==> src/sv/aies_ram.sv <==
module aies_ram #(
    parameter int WIDTH = 64,
    parameter int DEPTH = 32
) (
    input  logic                     clk,
    input  logic                     we,
    input  logic [$clog2(DEPTH)-1:0] waddr,
    input  logic [WIDTH-1:0]         wdata,
    input  logic                     re,
    input  logic [$clog2(DEPTH)-1:0] raddr_a,
    input  logic [$clog2(DEPTH)-1:0] raddr_b,
    output logic [WIDTH-1:0]         rdata_a,
    output logic [WIDTH-1:0]         rdata_b
);

    logic [WIDTH-1:0] mem [DEPTH];
    logic [WIDTH-1:0] rdata_a_reg;
    logic [WIDTH-1:0] rdata_b_reg;

    always_ff @(posedge clk)
    begin
        if (we)
        begin
            mem[waddr] <= wdata;
        end
        if (re)
        begin
            rdata_a_reg <= mem[raddr_a];
            rdata_b_reg <= mem[raddr_b];
        end
    end

    assign rdata_a = rdata_a_reg;
    assign rdata_b = rdata_b_reg;

endmodule

==> config.mk <==
export PLATFORM = sky130hd
export DESIGN_NAME = aies_ram
export DESIGN_NICKNAME = d
export VERILOG_FILES = /design/src/sv/aies_ram.sv
export SDC_FILE = /design/constraint.sdc
export NUM_CORES = 2
export LEC_CHECK = 0
export BUFFER_PORTS_ARGS = -buffer_cell sky130_fd_sc_hd__buf_2
export CAP_MARGIN = 25
export CORE_UTILIZATION = 44
export DETAILED_ROUTE_END_ITERATION = 6
export SLEW_MARGIN = 15
export SYNTH_ARGS = -nofsm -noshare
export SYNTH_HDL_FRONTEND = slang
export SYNTH_SLANG_ARGS = --single-unit
==> constraint.sdc <==
create_clock -name clk -period 12.72 [get_ports clk]
set_clock_uncertainty 0.15 [all_clocks]
set_input_delay 0.636 -clock clk [delete_from_list [all_inputs] [get_ports clk]]
set_output_delay 0.636 -clock clk [all_outputs]
set_load 0.05 [all_outputs]
======== Word-level counts from Yosys, hierarchy flattened ========
Memory sizes are Yosys's and may differ from the RTL's. A register that Yosys moved wholly into a read port is not among the register bits.
Index checks and enable logic that the tools add are counted.
cells by class
  muxes and demuxes ....................... 2
operator list
  cell    count
  $mux 1  2
storage, ports and cells
  memories ................................ 1
  flip-flop bits (word level) ............. 0
  input bits .............................. 82
  output and inout port bits .............. 128
  word-level logic and storage cells ...... 3
  memory bits (writable) .................. 2048
memories
  name  depth  width  rd ports  clocked after Yosys merged registers in  wr ports  RTL line  text
  mem   32     64     2         2                                        1         16        logic [WIDTH-1:0] mem [DEPTH];

======== Depth between registers and ports, before layout ========
  word-level depth ........................ 2
  depth in mapped cells ................... 9
  gate-level depth less buffers ........... 5

======== Least setup slack after synthesis ========
OpenSTA, ideal clock, no wires.
  path type ............................... input-to-reg
  start ................................... input port waddr[1]
  end ..................................... memory mem[12][0] (enable)
  path slack .............................. 8.112 ns
  cell stages on the path ................. 3
  path buffers ............................ 1
  data required time ...................... 12.084 ns
  library setup time ...................... 0.486 ns
  arrival time ............................ 3.972 ns
  path through ............................ or3b_2 clkbuf_1 nor2_1
RTL lines
  item         RTL line  text
  from (decl)  7         input logic [$clog2(DEPTH)-1:0] waddr,
  to (decl)    16
No word-level cell before the write port.

==> metrics.yaml <==
outcome:
  status: "finished, final reports clean"
synth:
  synth_xor_area_frac: 0
  synth-warning-count: 0
  yosysUniqueCellTypes: 38
  synth_top_family_by_area: "multiplexers"
  avgSynthCellArea_um2: 22.1
  synth-edff-count: 2176
  synthArstFlopShare: 0
  synth-adder-area-share: 0
  syn_nets: 4523
  ys_ff_latch: 2176
  postSynthCellCount: 4441
  yosys.area_share.simple: 0.00846
  synth_compound_area_frac: 0.0234
  syn_area_um2: 97900
  synth_seq_area_share: 0.667
  yosys_most_used_dff: "edfxtp_1"
  muxShareOfSynthArea: 0.282
clock_network:
  cts_resized: 0
  tritoncts.num_buffers: 226
  h-tree-depth: 4
  clk_path_buf_depth: 3
  postCtsHoldBufs: 0
  clk_pin_slew_ns: 0.06
  root_buffer: "clkbuf_16"
  cts_setup_buffers: 0
  cts_sinks: 2176
  worstSkewPairLatency_ns: 0.88
  cts_tree: "yes"
global_routing:
  grt.total_usage: 0.265
  grt_pass1_wl_um: 416000
  grt_pass1_vias: 53100
  antenna_found_initial: 41
  grt_max_degree: 129
  grt-ovfl-total: 0
die:
  die_h_um: 474
  ios: 210
  rows: 172
  die_width_um: 474
  dieArea_um2: 224000
  start_util: 0.444
  fp.coreArea_um2: 220000
setup_path:
  r2r_cells: 3
  cp_common_cell: "mux4_2"
  cp.buffers_inverters: 3
  cp-end-kind: "flip-flop"
  path_depth: 6
  crit_fanout: 91
  r2r_end: "rdata_b[8]"
  critPathMaxStageDelay_ns: 0.81
  cp_top_family: "buffers and inverters"
  cp-startpoint: "raddr_a[0]"
  reg2reg_setup_slack_ns: 10.67
  cp_cell_sequence: "buf_8, buf_12, buf_4, mux4_2, mux4_2, a21o_1"
  cp_slowest_cell: "buf_4"
  critPathKind: "primary input to flip-flop"
  r2r_start: "mem[31][8]"
  worstPathArrival_ns: 4.22
  crit_required_ns: 13.18
  critPathLaunchType: "primary input"
routing:
  final_antenna_net_count: 0
  wire_per_inst_um: 37.8
  vias_per_cell: 6.61
  wl_um: 296000
  drtPass1Iterations: 6
  drt_iter0_drc: 6736
  drc: 0
  vias: 51800
pwr:
  p_total_uw: 16200
  vdd_ir_drop_max_mv: 0.127
  powerDensity_nw_per_um2: 147
  p_leak_uw: 0.0349
  internal_power_uw: 12500
  power.share.clock: 0.418
  switching_power_uw: 3730
  power_frac_comb: 0.082
  p_sw_frac: 0.230
  p_seq_frac: 0.500
placed_design:
  gp_congestion: 0.776
  hpwl_um: 159000
  pre_cts_ws_ns: 8.00
  portBuffers: 209
timing:
  slew_viol_final: 0
  rsz0062_at_grt: "no"
  period_needed_ns: 3.75
  hold_viol: 0
  tns_ns: 0
  period_share: 0.295
  setup_viol: 0
  relSlewSlack: 0.248
  setup_slack_ns: 8.97
  worstMarginPinSlew_ns: 1.13
  fmax_mhz: 266
final_layout:
  largest_reg_flops: 2048
  utilization: 0.499
  synthToLayoutAreaGrowth_pct: 12.3
  nets: 4747
  n_fill_cell: 17500
  final_layout_size_suffix_gt1_frac: 0.373
hold_path:
  holdPathEnd: "mem[10][25]"
  worstHoldPathCells: 1
  hp-start: "wdata[25]"
  hold_class: "primary input to flip-flop"
flow_run:
  maxCapViolCount: 0
logic make-up after synthesis:
kind of cell    after synthesis
compound gates              276
buf+inv                     348
flops                      2176
mux                        1457
simple gates                184
worst reg2reg max path: stages, from the launching register on:
cell	delay (ns)
edfxtp_1	0.38
mux4_2	0.48
mux4_2	0.50
o21a_1	0.23
area by class of cell:
type / instances / area, µm² / share of cell area
Antenna cell: 14 / 35.0 / 0.000318
Clock buffer: 276 / 5890 / 0.0535
Clock inverter: 143 / 1630 / 0.0148
Inverter: 1 / 11.3 / 0.000102
Multi-Input combinational cell: 1917 / 31100 / 0.283
Sequential cell: 2176 / 65300 / 0.594
Tap cell: 2958 / 3700 / 0.0336
Timing Repair Buffer: 343 / 2320 / 0.0211
per-stage QoR:
step,cells,hold WS [ns],cell area [µm²]
after floorplan,4441,0.585,97900
after global placement,7390,0.738,102000
after detailed placement,7394,0.752,102000
after CTS,7813,0.0225,110000
after global routing,7821,0.0834,110000
final,7828,0.107,110000
how the worst max path moves through the flow:
| stage | endpoint | slack, ns |
|---|---|---|
| 2_1_floorplan | mem[12][0] | 8.11 |
| 5_1_grt | rdata_b[51] | 8.72 |
| 3_5_place_dp | rdata_b[51] | 8.00 |
| 4_1_cts | rdata_a[22] | 8.96 |
| 3_3_place_gp | rdata_b[51] | 8.01 |
| 6_report | rdata_a[22] | 8.97 |
cells in the final DEF (no fill, tap or decap), types with 11 or more instances in the layout:
cell | synthesis | layout
clkbuf_16 | 0 | 228
o21a_1 | 22 | 22
clkinv_2 | 0 | 37
mux2i_1 | 362 | 362
a22oi_1 | 18 | 18
edfxtp_1 | 2176 | 2176
nand2_1 | 87 | 87
buf_12 | 0 | 13
clkbuf_1 | 92 | 48
mux4_2 | 1039 | 1039
nor2_4 | 0 | 35
nor2b_1 | 19 | 12
a32o_1 | 38 | 38
mux2_2 | 56 | 56
o22ai_1 | 38 | 38
a22o_1 | 33 | 33
diode_2 | 0 | 14
clkinv_1 | 1 | 50
a221oi_1 | 93 | 93
clkinvlp_4 | 0 | 11
nor2_1 | 46 | 11
buf_4 | 75 | 122
bufinv_16 | 0 | 31
buf_2 | 129 | 198
synth_stat cells (10+ instances only):
cell type  instances  area (µm²)
a221oi_1          93         815
a22o_1            33         289
a22oi_1           18         135
a32o_1            38         380
buf_1             41         154
buf_2            129         646
buf_4             75         563
buf_6             10         113
clkbuf_1          92         345
edfxtp_1        2176       65300
mux2_2            56         631
mux2i_1          362        3620
mux4_2          1039       23400
nand2_1           87         327
nor2_1            46         173
nor2b_1           19         119
o21a_1            22         165
o22ai_1           38         238
layer usage:
| metal | vias up | part of all wire | track usage |
|---|---|---|---|
| li1 | 20200 | - | - |
| met1 | 28300 | 0.40 | 0.372 |
| met2 | 2764 | 0.49 | 0.429 |
| met3 | 463 | 0.090 | 0.0472 |
| met4 | 14 | 0.026 | 0.0692 |
| met5 | - | 0.00029 | 0 |
power by group through the flow:
stage	registers [µW]	logic (µW)	clock network [µW]
global route	8110	1400	7120
floorplan	8350	761	0
CTS	8100	1340	6860
finish	8100	1330	6770
global placement	8250	1330	0
detailed placement	8250	1340	0
No activity file was read; power rests on OpenSTA's default activity.
